--- src/sv/cspq_pkg.sv ---
// ----------------------------------------------------------------------------
// cspq_pkg
// Types, codes and constants of the card scan presence qualifier.
// ----------------------------------------------------------------------------
package cspq_pkg;

    localparam int IC_UID_BYTES   = 4;
    localparam int ID_UID_BYTES   = 8;
    localparam int NFC_UID_BYTES  = 8;
    localparam int NFC_SLOT_COUNT = 1;

    localparam int UID_W = 64;

    typedef enum logic [1:0] {
        MODE_IC  = 2'd0,
        MODE_ID  = 2'd1,
        MODE_NFC = 2'd2
    } mode_t;

    typedef enum logic [1:0] {
        KIND_IC  = 2'd0,
        KIND_CPU = 2'd1,
        KIND_ID  = 2'd2,
        KIND_NFC = 2'd3
    } kind_t;

    typedef enum logic [1:0] {
        CHG_NONE  = 2'd0,
        CHG_ENTER = 2'd1,
        CHG_EXIT  = 2'd2
    } change_t;

    typedef enum logic [2:0] {
        CFG_MULTI_TYPE_ENABLE = 3'd0,
        CFG_IC_SLOT_START     = 3'd1,
        CFG_IC_SLOT_COUNT     = 3'd2,
        CFG_ID_SLOT_COUNT     = 3'd3,
        CFG_IC_HOLD_TICKS     = 3'd4,
        CFG_ID_HOLD_TICKS     = 3'd5,
        CFG_NFC_HOLD_TICKS    = 3'd6,
        CFG_ID_MISS_LIMIT     = 3'd7
    } cfg_idx_t;

    // Presence bit positions
    localparam int PRES_IC  = 0;
    localparam int PRES_ID  = 1;
    localparam int PRES_NFC = 2;

    function automatic int clamp_bytes(input int n);
        int r;
        r = n;
        if (r < 1) r = 1;
        if (r > 8) r = 8;
        return r;
    endfunction

    function automatic logic [UID_W-1:0] byte_mask(input int n);
        int c;
        c = clamp_bytes(n);
        if (c >= 8) return '1;
        return (UID_W'(1) << (8 * c)) - UID_W'(1);
    endfunction

    localparam logic [UID_W-1:0] IC_MASK  = byte_mask(IC_UID_BYTES);
    localparam logic [UID_W-1:0] ID_MASK  = byte_mask(ID_UID_BYTES);
    localparam logic [UID_W-1:0] NFC_MASK = byte_mask(NFC_UID_BYTES);

    localparam logic [3:0] IC_NBYTES  = 4'(clamp_bytes(IC_UID_BYTES));
    localparam logic [3:0] ID_NBYTES  = 4'(clamp_bytes(ID_UID_BYTES));
    localparam logic [3:0] NFC_NBYTES = 4'(clamp_bytes(NFC_UID_BYTES));

    localparam logic [9:0] NFC_SLOTS = 10'(NFC_SLOT_COUNT);

    typedef struct packed {
        logic             scan_ok;
        logic [UID_W-1:0] scanned_uid;
        logic             rats_capable;
    } in_t;

    typedef struct packed {
        logic [1:0]       scan_mode;
        logic             card_event;
        logic [1:0]       card_kind;
        logic [3:0]       card_bytes;
        logic [UID_W-1:0] event_uid;
        logic [2:0]       presence_flags;
        logic [1:0]       presence_change;
    } out_t;

    typedef struct packed {
        logic       multi_type_enable;
        logic [7:0] ic_slot_start;
        logic [7:0] ic_slot_count;
        logic [7:0] id_slot_count;
    } slot_cfg_t;

endpackage

--- src/sv/cspq_sched.sv ---
// ----------------------------------------------------------------------------
// cspq_sched
// Slot counter and scan mode rotation: IC, ID, NFC, or IC only.
// ----------------------------------------------------------------------------
module cspq_sched (
    input  logic                clk,
    input  logic                rst_n,
    input  logic                adv,
    input  cspq_pkg::slot_cfg_t cfg,
    output cspq_pkg::mode_t     mode
);

    logic [7:0]      slot_counter_reg;
    logic [7:0]      slot_counter_next;
    cspq_pkg::mode_t mode_reg;
    cspq_pkg::mode_t mode_next;

    logic [9:0] b0;
    logic [9:0] b1;
    logic [9:0] b2;
    logic [9:0] b3;
    logic [7:0] slot_inc;
    logic [9:0] slot_ext;

    // Boundaries are summed without wrap; one above 255 never matches.
    assign b0       = {2'b00, cfg.ic_slot_start};
    assign b1       = b0 + {2'b00, cfg.ic_slot_count};
    assign b2       = b1 + {2'b00, cfg.id_slot_count};
    assign b3       = b2 + cspq_pkg::NFC_SLOTS;
    assign slot_inc = slot_counter_reg + 8'd1;
    assign slot_ext = {2'b00, slot_inc};

    always_comb
    begin
        slot_counter_next = slot_counter_reg;
        mode_next         = mode_reg;
        if (cfg.multi_type_enable)
        begin
            slot_counter_next = slot_inc;
            priority if (slot_ext == b0)
            begin
                mode_next = cspq_pkg::MODE_IC;
            end
            else if (slot_ext == b1)
            begin
                mode_next = cspq_pkg::MODE_ID;
            end
            else if (slot_ext == b2)
            begin
                mode_next         = cspq_pkg::MODE_NFC;
                slot_counter_next = '0;
            end
            else if (slot_ext >= b3)
            begin
                slot_counter_next = '0;
            end
        end
        else
        begin
            mode_next = cspq_pkg::MODE_IC;
        end
    end

    assign mode = mode_next;

    always_ff @(posedge clk or negedge rst_n)
    begin
        if (!rst_n)
        begin
            slot_counter_reg <= '0;
            mode_reg         <= cspq_pkg::MODE_IC;
        end
        else if (adv)
        begin
            slot_counter_reg <= slot_counter_next;
            mode_reg         <= mode_next;
        end
    end

endmodule

--- src/sv/card_scan_presence_qualifier.sv ---
// Path: an input transfer passes the input register, then the result register, to its result.
// Throughput: one scan tick per cycle while the output is not stalled; state updates once per tick.
// Output stall back-pressures the input only when both registers hold items.
// Reset (rst_n low, asynchronous): registers take their documented defaults,
// timers, counters, last UID and presence clear, scan mode returns to IC.
// ----------------------------------------------------------------------------
// card_scan_presence_qualifier
// Qualifies scan ticks into card events and presence enter/exit reports.
// ----------------------------------------------------------------------------
module card_scan_presence_qualifier (
    input  logic            clk,
    input  logic            rst_n,
    input  logic            in_valid,
    output logic            in_stall,
    input  cspq_pkg::in_t   in_data,
    output logic            out_valid,
    input  logic            out_stall,
    output cspq_pkg::out_t  out_data,
    input  logic            cfg_we,
    input  logic [2:0]      cfg_index,
    input  logic [7:0]      cfg_data
);

    // Configuration registers
    cspq_pkg::slot_cfg_t slot_cfg_reg;
    logic [7:0] ic_hold_ticks_reg;
    logic [7:0] id_hold_ticks_reg;
    logic [7:0] nfc_hold_ticks_reg;
    logic [7:0] id_miss_limit_reg;

    always_ff @(posedge clk or negedge rst_n)
    begin
        if (!rst_n)
        begin
            slot_cfg_reg.multi_type_enable <= 1'b1;
            slot_cfg_reg.ic_slot_start     <= 8'd1;
            slot_cfg_reg.ic_slot_count     <= 8'd1;
            slot_cfg_reg.id_slot_count     <= 8'd1;
            ic_hold_ticks_reg              <= 8'd16;
            id_hold_ticks_reg              <= 8'd16;
            nfc_hold_ticks_reg             <= 8'd16;
            id_miss_limit_reg              <= 8'd5;
        end
        else if (cfg_we)
        begin
            unique case (cfg_index)
                cspq_pkg::CFG_MULTI_TYPE_ENABLE: slot_cfg_reg.multi_type_enable <= cfg_data[0];
                cspq_pkg::CFG_IC_SLOT_START:     slot_cfg_reg.ic_slot_start     <= cfg_data;
                cspq_pkg::CFG_IC_SLOT_COUNT:     slot_cfg_reg.ic_slot_count     <= cfg_data;
                cspq_pkg::CFG_ID_SLOT_COUNT:     slot_cfg_reg.id_slot_count     <= cfg_data;
                cspq_pkg::CFG_IC_HOLD_TICKS:     ic_hold_ticks_reg              <= cfg_data;
                cspq_pkg::CFG_ID_HOLD_TICKS:     id_hold_ticks_reg              <= cfg_data;
                cspq_pkg::CFG_NFC_HOLD_TICKS:    nfc_hold_ticks_reg             <= cfg_data;
                cspq_pkg::CFG_ID_MISS_LIMIT:     id_miss_limit_reg              <= cfg_data;
                default:                         ;
            endcase
        end
    end

    // Handshake: input register then result register
    logic           in_valid_reg;
    cspq_pkg::in_t  in_data_reg;
    logic           out_valid_reg;
    cspq_pkg::out_t out_data_reg;
    cspq_pkg::out_t out_data_next;
    logic           out_ready;
    logic           adv;

    assign out_ready = !out_valid_reg || !out_stall;
    assign adv       = in_valid_reg && out_ready;
    assign in_stall  = in_valid_reg && !out_ready;
    assign out_valid = out_valid_reg;
    assign out_data  = out_data_reg;

    always_ff @(posedge clk or negedge rst_n)
    begin
        if (!rst_n)
        begin
            in_valid_reg  <= 1'b0;
            out_valid_reg <= 1'b0;
        end
        else
        begin
            if (!in_stall)
            begin
                in_valid_reg <= in_valid;
            end
            if (out_ready)
            begin
                out_valid_reg <= in_valid_reg;
            end
        end
    end

    always_ff @(posedge clk)
    begin
        if (in_valid && !in_stall)
        begin
            in_data_reg <= in_data;
        end
        if (adv)
        begin
            out_data_reg <= out_data_next;
        end
    end

    // Mode for this tick
    cspq_pkg::mode_t mode;

    cspq_sched u_sched (
        .clk   (clk),
        .rst_n (rst_n),
        .adv   (adv),
        .cfg   (slot_cfg_reg),
        .mode  (mode)
    );

    // Qualification state
    logic [7:0]                 ic_hold_reg,  ic_hold_next;
    logic [7:0]                 id_hold_reg,  id_hold_next;
    logic [7:0]                 nfc_hold_reg, nfc_hold_next;
    logic [7:0]                 id_miss_reg,  id_miss_next;
    logic [cspq_pkg::UID_W-1:0] last_uid_reg, last_uid_next;
    logic [2:0]                 present_reg,  present_next;

    logic [7:0]                 ic_dec;
    logic [7:0]                 id_dec;
    logic [7:0]                 nfc_dec;
    logic [7:0]                 miss_dec;
    logic [7:0]                 timer_sel;
    logic [cspq_pkg::UID_W-1:0] mask_sel;
    logic [cspq_pkg::UID_W-1:0] uid;
    logic                       ok;
    logic                       uid_same;
    logic                       hit_ev;
    cspq_pkg::kind_t            kind;
    logic [3:0]                 nbytes;

    assign ok       = in_data_reg.scan_ok;
    assign uid      = in_data_reg.scanned_uid;
    assign ic_dec   = (ic_hold_reg  == 8'd0) ? 8'd0 : ic_hold_reg  - 8'd1;
    assign id_dec   = (id_hold_reg  == 8'd0) ? 8'd0 : id_hold_reg  - 8'd1;
    assign nfc_dec  = (nfc_hold_reg == 8'd0) ? 8'd0 : nfc_hold_reg - 8'd1;
    assign miss_dec = (id_miss_reg  == 8'd0) ? 8'd0 : id_miss_reg  - 8'd1;
    assign uid_same = ((uid ^ last_uid_reg) & mask_sel) == '0;
    // Repeat of the last UID counts only once its hold-off has run out
    assign hit_ev   = ok && (!uid_same || timer_sel == 8'd0);

    always_comb
    begin
        ic_hold_next  = ic_dec;
        id_hold_next  = id_dec;
        nfc_hold_next = nfc_dec;
        id_miss_next  = id_miss_reg;
        present_next  = present_reg;
        unique case (mode)
            cspq_pkg::MODE_IC:
            begin
                timer_sel = ic_dec;
                mask_sel  = cspq_pkg::IC_MASK;
                kind      = in_data_reg.rats_capable ? cspq_pkg::KIND_CPU : cspq_pkg::KIND_IC;
                nbytes    = cspq_pkg::IC_NBYTES;
                present_next[cspq_pkg::PRES_IC] = ok;
                if (ok)
                begin
                    ic_hold_next = ic_hold_ticks_reg;
                end
            end
            cspq_pkg::MODE_ID:
            begin
                timer_sel = id_dec;
                mask_sel  = cspq_pkg::ID_MASK;
                kind      = cspq_pkg::KIND_ID;
                nbytes    = cspq_pkg::ID_NBYTES;
                if (ok)
                begin
                    id_hold_next = id_hold_ticks_reg;
                    id_miss_next = id_miss_limit_reg;
                    present_next[cspq_pkg::PRES_ID] = 1'b1;
                end
                else
                begin
                    // Drop ID presence only after the miss countdown runs out
                    id_miss_next = miss_dec;
                    if (miss_dec == 8'd0)
                    begin
                        present_next[cspq_pkg::PRES_ID] = 1'b0;
                    end
                end
            end
            default:
            begin
                timer_sel = nfc_dec;
                mask_sel  = cspq_pkg::NFC_MASK;
                kind      = cspq_pkg::KIND_NFC;
                nbytes    = cspq_pkg::NFC_NBYTES;
                if (ok)
                begin
                    nfc_hold_next = nfc_hold_ticks_reg;
                    if (hit_ev)
                    begin
                        present_next[cspq_pkg::PRES_NFC] = 1'b1;
                    end
                end
                else
                begin
                    present_next[cspq_pkg::PRES_NFC] = 1'b0;
                end
            end
        endcase

        // Replace only the compared bytes of the last UID
        last_uid_next = last_uid_reg;
        if (ok && !uid_same)
        begin
            last_uid_next = (last_uid_reg & ~mask_sel) | (uid & mask_sel);
        end

        out_data_next.scan_mode      = mode;
        out_data_next.card_event     = hit_ev;
        out_data_next.card_kind      = hit_ev ? kind : cspq_pkg::KIND_IC;
        out_data_next.card_bytes     = hit_ev ? nbytes : 4'd0;
        out_data_next.event_uid      = hit_ev ? (uid & mask_sel) : '0;
        out_data_next.presence_flags = present_next;
        priority if (present_reg > present_next)
        begin
            out_data_next.presence_change = cspq_pkg::CHG_EXIT;
        end
        else if (present_reg < present_next)
        begin
            out_data_next.presence_change = cspq_pkg::CHG_ENTER;
        end
        else
        begin
            out_data_next.presence_change = cspq_pkg::CHG_NONE;
        end
    end

    always_ff @(posedge clk or negedge rst_n)
    begin
        if (!rst_n)
        begin
            ic_hold_reg  <= '0;
            id_hold_reg  <= '0;
            nfc_hold_reg <= '0;
            id_miss_reg  <= '0;
            last_uid_reg <= '0;
            present_reg  <= '0;
        end
        else if (adv)
        begin
            ic_hold_reg  <= ic_hold_next;
            id_hold_reg  <= id_hold_next;
            nfc_hold_reg <= nfc_hold_next;
            id_miss_reg  <= id_miss_next;
            last_uid_reg <= last_uid_next;
            present_reg  <= present_next;
        end
    end

endmodule

--- config.mk ---
export PLATFORM = sky130hd
export DESIGN_NAME = card_scan_presence_qualifier
export DESIGN_NICKNAME = d
export VERILOG_FILES = /design/src/sv/cspq_pkg.sv /design/src/sv/cspq_sched.sv /design/src/sv/card_scan_presence_qualifier.sv
export SDC_FILE = /design/constraint.sdc
export NUM_CORES = 1
export LEC_CHECK = 0
export ABC_CLOCK_PERIOD_IN_PS = 9910
export CAP_MARGIN = 20
export CORE_MARGIN = 1.5
export CORE_UTILIZATION = 45
export DETAILED_ROUTE_END_ITERATION = 16
export DONT_BUFFER_PORTS = 1
export GPL_ROUTABILITY_DRIVEN = 0
export HOLD_SLACK_MARGIN = 0.08
export PLACE_DENSITY = 0.65
export SETUP_SLACK_MARGIN = 0.2
export SKIP_LAST_GASP = 1
export SLEW_MARGIN = 20
export SYNTH_ARGS = -nofsm -noshare
export SYNTH_HDL_FRONTEND = slang
export SYNTH_SLANG_ARGS = --single-unit
--- constraint.sdc ---
create_clock -name clk -period 9.91 [get_ports clk]
set_input_delay 1.982 -clock clk [delete_from_list [all_inputs] [get_ports clk]]
set_output_delay 1.982 -clock clk [all_outputs]
set_load 0.03 [all_outputs]
---- After elaboration in Yosys (flattened, before gate mapping) ----
Cells that the tools add are included.
word-level totals
  register bits ........................... 312
  input bits .............................. 82
  output and inout port bits .............. 80
  word-level logic and storage cells ...... 121
cells by class
  add/subtract/negate cells ............... 8
  order comparisons ....................... 3
  equality and inequality tests ........... 11
  muxes and demuxes ....................... 32
  bitwise gates (word level) .............. 6
  reduce and logical (&&, ||, !) cells .... 33
operator list
  cell                                                  number
  bitwise AND 64 bit                                    3
  2-to-1 mux 8 bit                                      15
  zero test 64 bit                                      1
  2-to-1 mux 64 bit                                     1
  inverter 64 bit                                       1
  OR 64 bit                                             1
  XOR 64 bit                                            1
  zero test 8 bit                                       6
  subtractor 8 x 1 -> 8 bit (second input constant)     4
  AND reduction 2 bit                                   11
  equality test 8 x 10 -> 1 bit                         2
  case mux 8 bit (2 select lines)                       1
  equality test 3 bit (second input constant)           4
  adder 10 x 1 -> 10 bit (second input constant)        1
  adder 10 x 8 -> 10 bit                                1
  >= comparator 8 x 10 -> 1 bit                         1
  adder 8 x 8 -> 9 bit                                  1
  2-to-1 mux 1 bit                                      9
  adder 8 x 1 -> 8 bit (second input constant)          1
  equality test 8 bit                                   1
  2-to-1 mux 2 bit                                      4
  equality test 3 x 2 -> 1 bit (second input constant)  2
  logical AND 1 bit                                     5
  zero test 1 bit                                       5
  other kinds (10)                                      11

---- Logic depth before layout (Yosys ltp) ----
Gate-level depths: netlist of run 1.
  word-level depth ........................ 19
  depth in mapped cells ................... 23
  mapped depth without buffers ............ 22

---- By module ----
From an unflattened synthesis of run 1, not the netlist that was laid out.
second synthesis, totals
  cell total of the unflattened synthesis .. 1142
  area total of the unflattened synthesis .. 14560.2 um^2
modules (own cells, without submodules)
  module                        instances  cells each  area each (um^2)  sequential area each (um^2)
  card_scan_presence_qualifier  1          921         12692.2           8229.1
  cspq_sched                    1          221         1868.0            250.2

---- Worst setup path before layout of run 1 ----
Ideal clock, no wire load.
  path kind ............................... in2reg
  start point ............................. input out_stall
  end point ............................... register nfc_hold_reg[3]
  arrival time ............................ 5156 ps
  required time ........................... 9782 ps
  setup slack ............................. 4626 ps
  cell stages on the path ................. 6
  path through ............................ nand2_1 > nand2_1 > inv_1 > clkbuf_1 > o21ai_0 > a22o_1
on the way
  cells in the longest elaborated chain, start to end .. 3
ends and longest elaborated chain
  element                 line                                 source
  start: declaration      card_scan_presence_qualifier.sv:17   input logic out_stall,
  zero test 1 bit         card_scan_presence_qualifier.sv:69   assign out_ready = !out_valid_reg || !out_stall;
  logical OR 1 bit        card_scan_presence_qualifier.sv:69
  logical AND 1 bit       card_scan_presence_qualifier.sv:70   assign adv = in_valid_reg && out_ready;
  named net adv           card_scan_presence_qualifier.sv:67   logic adv;
  end signal: assignment  card_scan_presence_qualifier.sv:254  nfc_hold_reg <= nfc_hold_next;
  end: declaration        card_scan_presence_qualifier.sv:121  logic [7:0] nfc_hold_reg, nfc_hold_next;
The timed path passes the listed nets, and every way through them passes these cells.
A chain may end at the register's enable or synchronous reset.

==> flow_summary.json, run 1 <==
{
  "run_status": "complete, no violations",
  "routed_via_density": 5.55,
  "finalCriticalPeriod_ns": 6.00,
  "initial_antenna_violation_count": 0,
  "critPathCaptureType": "flop",
  "worst_slew_pin_slew_ns": 1.09,
  "count_of_flip_flops_with_a_built_in_enable_after_synthesis": 141,
  "power.total_mw": 4.76,
  "postSynthCellCount": 1164,
  "io_buffer_count": 0,
  "area_delta_synth_final_pct": 10.5,
  "drtIter0Drc": 456,
  "power_density_mw_per_mm2": 289,
  "post-dp-hpwl_microns": 21000,
  "tritoncts": "done",
  "gr-usage-all-layers_pct": 18.9,
  "cts_buffers": 36,
  "netlist.top_cell.by_area": "edfxtp_1",
  "dieArea_sq_mm": 0.0342,
  "timing.final.max_slew_violations": 0,
  "drt-pass1-iter-count": 4,
  "worst_path_bufs_invs": 2,
  "worst_ir_drop_vdd_mv": 0.143,
  "yosys_warnings": 0,
  "p_leak_nw": 6.79,
  "insertion_delay_to_the_later_sink_of_the_worst_skew_pair_ns": 0.54,
  "via_count_of_the_first_global_routing_pass": 8961,
  "wire_per_inst_microns": 19.5,
  "postRouteAntennaNets": 0,
  "cts_num_sinks": 309,
  "mean_cell_area_of_the_mapped_netlist_sq_um": 12.8,
  "cp_top_family": "compound AO/OA/AOI/OAI gates",
  "die_y_microns": 185,
  "dr_total_vias": 9073,
  "floorplan.initialDensity_pct": 45.7,
  "critical-path-slowest-cell": "nand2_2",
  "clk_root_buffer_cell": "clkbuf_16",
  "cp_data_required_time_ns": 10.31,
  "synthesis.area_sq_mm": 0.0149,
  "yosys-top-cells-area": "edfxtp_1 (28%), dfrtp_1 (27%), mux2_2 (6.1%)",
  "timing.final.crit_share_pct": 60.5,
  "h-tree-depth": 2,
  "worst_hold_path_type": "reg2reg",
  "row_count": 66,
  "ys_seq_area_share_pct": 56.6,
  "cell_breakdown_of_the_critical_path": "ha_1 > inv_1 > fa_1 > nand2b_1 > a21oi_1 > a31oi_1 > xnor2_1 > ha_1 > a2111oi_0 > a311oi_2 > xor2_1 > nor4_4 > a21oi_1 > a41oi_2 > and3_1 > buf_4 > nand2_2 > mux2_4",
  "design.final.nets": 1286,
  "hold_violations": 0,
  "postCtsHoldBufs": 0,
  "grt_start_max_net_pins": 169,
  "yosys_register_bits": 309,
  "most_instantiated_library_cell_after_synthesis": "dfrtp_1",
  "num_io_pins": 162,
  "antennaDiodeCount": 0,
  "synthArstFlopShare_pct": 54.4,
  "totalWireLength_microns": 31900,
  "clk_transition_reported_paths_ns": 0.06,
  "final.hold.worst_slack_ns": 0.493,
  "cts.repair_timing.setup_buffer_count": 0,
  "synthFlopType": "dfrtp_1",
  "max_cap_violations": 0,
  "drt_drc_violations_left": 0,
  "synth_cell_type_count": 83,
  "floorplan.die.width_microns": 185,
  "grt_pass1_wl_microns": 49900,
  "post_route_cells_drive_above_1_share_pct": 17.5,
  "grt_setup_unrepaired": "false",
  "final-instance-count-excl-fill": 1636,
  "post_synth_top_area_share_pct": 28.4,
  "relSlewSlack_pct": 26.8,
  "worst_ep_arrival_time_ns": 6.40,
  "setup_total_negative_slack_ns": 0,
  "synth_top_cells_by_count": "dfrtp_1 (159), edfxtp_1 (141), mux2_2 (81), xnor2_1 (52), xor2_1 (48)",
  "setup_viol": 0,
  "clock_path_buffers": 3,
  "maximum_cell_stage_delay_along_the_critical_path_ns": 0.72,
  "numPlacedInstances": 1571,
  "fmax_ghz": 0.167,
  "critical_path.startpoint_type": "flop",
  "worstPathMaxFanout": 33,
  "cts_resized": 0,
  "critical_path_class": "reg2reg",
  "gr-total-overflow": 0,
  "clock-skew-final_ns": 0.0278,
  "core_region_area_sq_mm": 0.0326
}
## stage by stage
| stage | area, sq um | setup slack, ns | util, % |
|---|---|---|---|
| floorplan | 14900 | 4.63 | - |
| global placement | 15300 | 4.12 | 47.0 |
| detailed placement | 15300 | 3.94 | 47.0 |
| CTS | 16500 | 3.90 | 50.5 |
| global route | 16500 | 3.50 | 50.5 |
| finish | 16500 | 3.91 | 50.5 |
## path summary, 6_finish.rpt
check	endpoint	cells past startpoint	from	slack, ns
setup / recovery	flop	18	slot_cfg_reg[16]	3.91
hold / removal	out_valid	1	in_valid_reg	0.49
setup reg to reg	flop	18	slot_cfg_reg[16]	3.91
hold reg to reg	out_valid	1	in_valid_reg	0.49
max in group asynchronous	nfc_hold_ticks_reg[4]	0	rst_n	8.48
min in group asynchronous	slot_cfg_reg[22]	0	rst_n	1.15
## worst reg2reg max path, cell delays in order, from the launching register on
cell and delay (ns):
dfstp_2 0.55, ha_1 0.19, inv_1 0.06, fa_1 0.38
nand2b_1 0.16, a21oi_1 0.27, a31oi_1 0.18, xnor2_1 0.22
ha_1 0.34, a2111oi_0 0.53, a311oi_2 0.17, xor2_1 0.22
nor4_4 0.38, a21oi_1 0.15, a41oi_2 0.23, and3_1 0.18
buf_4 0.40, nand2_2 0.72, mux2_4 0.55
## layout by cell type (no fill, tap or decap), types with 30 or more instances in the layout
| master | n |
|---|---|
| inv_1 | 45 |
| mux2_2 | 81 |
| edfxtp_1 | 141 |
| dfrtp_1 | 159 |
| and3_1 | 45 |
| nand2_1 | 39 |
| nor2_1 | 40 |
| mux2_4 | 30 |
| ha_1 | 35 |
| and2_1 | 40 |
| xnor2_1 | 52 |
| o21ai_0 | 47 |
| clkbuf_16 | 36 |
| xor2_1 | 48 |
## area by class of cell
class	instances	area (sq um)
clock buffer	53	1040
clock inverter	12	104
fill	2762	16100
inverter	47	179
multi-input combinational	765	6090
sequential	309	8450
tap	442	553
timing repair buffer	8	60.1
## where the power goes
| group | leakage, nW | internal, mW | switching (mW) |
|---|---|---|---|
| registers | 3.45 | 1.61 | 0.260 |
| clock network | 0.563 | 0.760 | 0.517 |
| logic | 2.78 | 0.781 | 0.830 |
## cell families after synthesis
logic type | after synthesis | share of synthesized area (%)
AND/OR/NAND/NOR | 315 | 12.1
flip-flops | 309 | 56.6
AO/OA/AOI/OAI | 182 | 8.72
multiplexers | 124 | 10.1
XOR/XNOR | 105 | 6.59
buffers and inverters | 91 | 2.63
adder cells (fa/ha/maj) | 37 | 3.20
other | 1 | 0.0251
## routing by layer
metal	GRT usage, %	up-vias	wire [microns]
met4	5.95	0	705
met1	25.6	4532	14500
met5	0	-	0
li1	-	4296	-
met2	30.0	196	15100
met3	4.29	49	1590
(Power assumes the default switching activity.)
==> run 2: changes to the inputs <==
--- a/config.mk
+++ b/config.mk
@@ -5,7 +5,8 @@
 export SDC_FILE = /design/constraint.sdc
 export NUM_CORES = 1
 export LEC_CHECK = 0
-export ABC_CLOCK_PERIOD_IN_PS = 9910
+export ABC_AREA = 1
+export ABC_CLOCK_PERIOD_IN_PS = 4900
 export CAP_MARGIN = 20
 export CORE_MARGIN = 1.5
 export CORE_UTILIZATION = 45
@@ -13,7 +14,7 @@
 export DONT_BUFFER_PORTS = 1
 export GPL_ROUTABILITY_DRIVEN = 0
 export HOLD_SLACK_MARGIN = 0.08
-export PLACE_DENSITY = 0.65
+export PLACE_DENSITY = 0.67
 export SETUP_SLACK_MARGIN = 0.2
 export SKIP_LAST_GASP = 1
 export SLEW_MARGIN = 20
==> constraint.sdc (replaced) <==
create_clock -name clk -period 4.9 [get_ports clk]
set_input_delay 0.98 -clock clk [delete_from_list [all_inputs] [get_ports clk]]
set_output_delay 0.98 -clock clk [all_outputs]
set_load 0.03 [all_outputs]
==> flow_summary.json, run 2 <==
{
  "yosys-top-cells-area": "edfxtp_1 (29%), dfrtp_1 (27%), nand2_1 (8.3%)",
  "most_instantiated_library_cell_after_synthesis": "nand2_1",
  "gr-usage-all-layers_pct": 19.4,
  "clk_transition_reported_paths_ns": 0.06,
  "ys_seq_area_share_pct": 57.2,
  "synthFlopType": "dfrtp_1",
  "worstPathMaxFanout": 4,
  "dr_total_vias": 10600,
  "maximum_cell_stage_delay_along_the_critical_path_ns": 0.56,
  "dieArea_sq_mm": 0.0339,
  "worst_ir_drop_vdd_mv": 0.308,
  "grt_pass1_wl_microns": 52100,
  "cpMostUsedCell": "nand2_2",
  "clock_path_buffers": 3,
  "synth_cell_type_count": 47,
  "postCtsHoldBufs": 0,
  "routed_via_density": 5.21,
  "critical_path_class": "reg2reg",
  "synth-adder-area-share_pct": 3.24,
  "synthArstFlopShare_pct": 54.4,
  "totalWireLength_microns": 33200,
  "area_delta_synth_final_pct": 12.9,
  "cts_num_sinks": 309,
  "critical_path.startpoint_type": "flop",
  "grt_setup_unrepaired": "true",
  "finalCriticalPeriod_ns": 4.54,
  "tritoncts": "done",
  "yosys_warnings": 0,
  "synth_compound_area_share_pct": 10.4,
  "design.final.nets": 1686,
  "post_route_cells_drive_above_1_share_pct": 13.2,
  "mostFrequentLayoutCells": "nand2_1 (307), inv_1 (185), dfrtp_1 (159), edfxtp_1 (141), o21ai_0 (139)",
  "max_cap_violations": 0,
  "timing.final.crit_share_pct": 92.6,
  "run_status": "complete, no violations",
  "post_synth_top_area_share_pct": 28.7,
  "gr-total-overflow": 0,
  "final-instance-count-excl-fill": 2036,
  "final.fill_count": 2852,
  "initial_antenna_violation_count": 4,
  "row_count": 66,
  "h-tree-depth": 2,
  "setup_total_negative_slack_ns": 0,
  "synthesis.area_sq_mm": 0.0148,
  "cp_data_required_time_ns": 5.16,
  "numPlacedInstances": 1964,
  "io_buffer_count": 0,
  "worst_slew_pin_slew_ns": 0.983,
  "post_synth_mux_area_share_pct": 0,
  "num_io_pins": 162,
  "post-dp-hpwl_microns": 22300,
  "floorplan.die.width_microns": 184,
  "setup_viol": 0,
  "worst_ep_arrival_time_ns": 4.80,
  "yosys_register_bits": 309,
  "clock-skew-final_ns": 0.0213,
  "timing.final.max_slew_violations": 0,
  "power.total_mw": 9.23,
  "postRouteAntennaNets": 0,
  "synth_top_cells_by_count": "nand2_1 (327), inv_1 (190), dfrtp_1 (159), edfxtp_1 (141), o21ai_0 (141)",
  "count_of_flip_flops_with_a_built_in_enable_after_synthesis": 141,
  "drt-pass1-iter-count": 5,
  "clk_root_buffer_cell": "clkbuf_16",
  "wire_per_inst_microns": 16.3,
  "final_common_cell": "nand2_1",
  "die_y_microns": 184,
  "cts_buffers": 35,
  "hold_violations": 0,
  "critPathCaptureType": "flop",
  "post_synth_and_or_nand_nor_area_fraction_pct": 18.5,
  "fmax_ghz": 0.220,
  "power_density_mw_per_mm2": 554,
  "core_region_area_sq_mm": 0.0325,
  "dominant_combinational_cell_family_by_area_after_synthesis": "simple AND/OR/NAND/NOR gates",
  "floorplan.initialDensity_pct": 45.5,
  "worst_hold_path_type": "in2async",
  "drtIter0Drc": 759,
  "via_count_of_the_first_global_routing_pass": 10200,
  "p_leak_nw": 7.37,
  "grt_start_max_net_pins": 169,
  "critical-path-slowest-cell": "dfstp_2",
  "relSlewSlack_pct": 34.5,
  "mean_cell_area_of_the_mapped_netlist_sq_um": 9.51,
  "drt_drc_violations_left": 0,
  "postSynthCellCount": 1553,
  "synthXorXnorAreaFrac_pct": 3.96,
  "antennaDiodeCount": 0,
  "netlist.top_cell.by_area": "edfxtp_1",
  "insertion_delay_to_the_later_sink_of_the_worst_skew_pair_ns": 0.52
}
==> run 2: cell types whose count changed in the layout (fill, tap and decap cells not counted), sizes merged, moves of 19 or more <==
cell	change
o21ai	+144
nand3	+37
nor2	+114
a21o	-19
mux2	-119
inv	+150
and2	-41
nand2	+296
and3	-45
xnor2	-27
==> run 2: critical path, delay by kind of cell, from the launching register on <==
family,cells,cell delay [ns]
flip-flops,1,0.56
buffers and inverters,3,0.16
adder cells (fa/ha/maj),4,0.97
AND/OR/NAND/NOR,23,2.01
AO/OA/AOI/OAI,4,0.58
==> run 2: final timing paths <==
kind	to	startpoint	cells after the start	slack [ns]
setup / recovery	out_data[1]	slot_cfg_reg[16]	34	0.36
hold reg to reg	out_valid	in_valid_reg	2	0.48
max in group asynchronous	in_valid_reg	rst_n	0	4.40
setup reg to reg	out_data[1]	slot_cfg_reg[16]	34	0.36
min in group clk	out_valid	in_valid_reg	2	0.48
hold / removal	id_miss_reg[4]	rst_n	0	0.16
==> run 2: layout make-up <==
cell class,count,area (sq um),share of cell area [%]
Sequential cell,309,8450,50.7
Multi-Input combinational cell,1004,5590,33.6
Clock buffer,43,947,5.68
Inverter,199,754,4.53
Tap cell,442,553,3.32
Clock inverter,21,199,1.19
Timing Repair Buffer,18,173,1.04
==> run 2: metrics by stage <==
step | instance area, sq um | worst slack [ns] | util (%) | hold slack [ns]
floorplan | 14800 | 0.546 | - | 0.448
global placement | 15200 | 0.207 | 46.9 | 0.466
detailed placement | 15200 | 0.0966 | 46.9 | 0.468
CTS | 16400 | 0.211 | 50.5 | 0.145
global route | 16700 | 0.0772 | 51.4 | 0.142
finish | 16700 | 0.362 | 51.4 | 0.157
==> run 2: kinds of logic (layout without fill, tap and decap cells) <==
group | Yosys count | count (layout)
XOR/XNOR | 65 | 65
adder cells (fa/ha/maj) | 37 | 37
other | 1 | 2
AO/OA/AOI/OAI | 281 | 281
AND/OR/NAND/NOR | 619 | 619
buffers and inverters | 241 | 281
flip-flops | 309 | 309
==> run 2: power breakdown <==
| part | switching, mW | internal (mW) |
|---|---|---|
| combinational | 1.73 | 1.10 |
| clock | 1.07 | 1.50 |
| sequential | 0.528 | 3.29 |
| total | 3.33 | 5.90 |
==> run 2: what timing repair did <==
action,4_1_cts,5_1_grt
setup endpoints to repair,2,107
pin swaps,1,29
setup buffers,1,7
resized for setup,4,57
==> run 2: metal layers <==
metal | wire length (microns) | share of wire [%] | vias to the layer above | global-route usage (%)
li1 | - | - | 5173 | -
met1 | 14700 | 44 | 5034 | 25.6
met2 | 15600 | 47 | 315 | 32.3
met3 | 2030 | 6.1 | 68 | 4.01
met4 | 765 | 2.3 | 8 | 5.54
met5 | 54 | 0.16 | - | 0
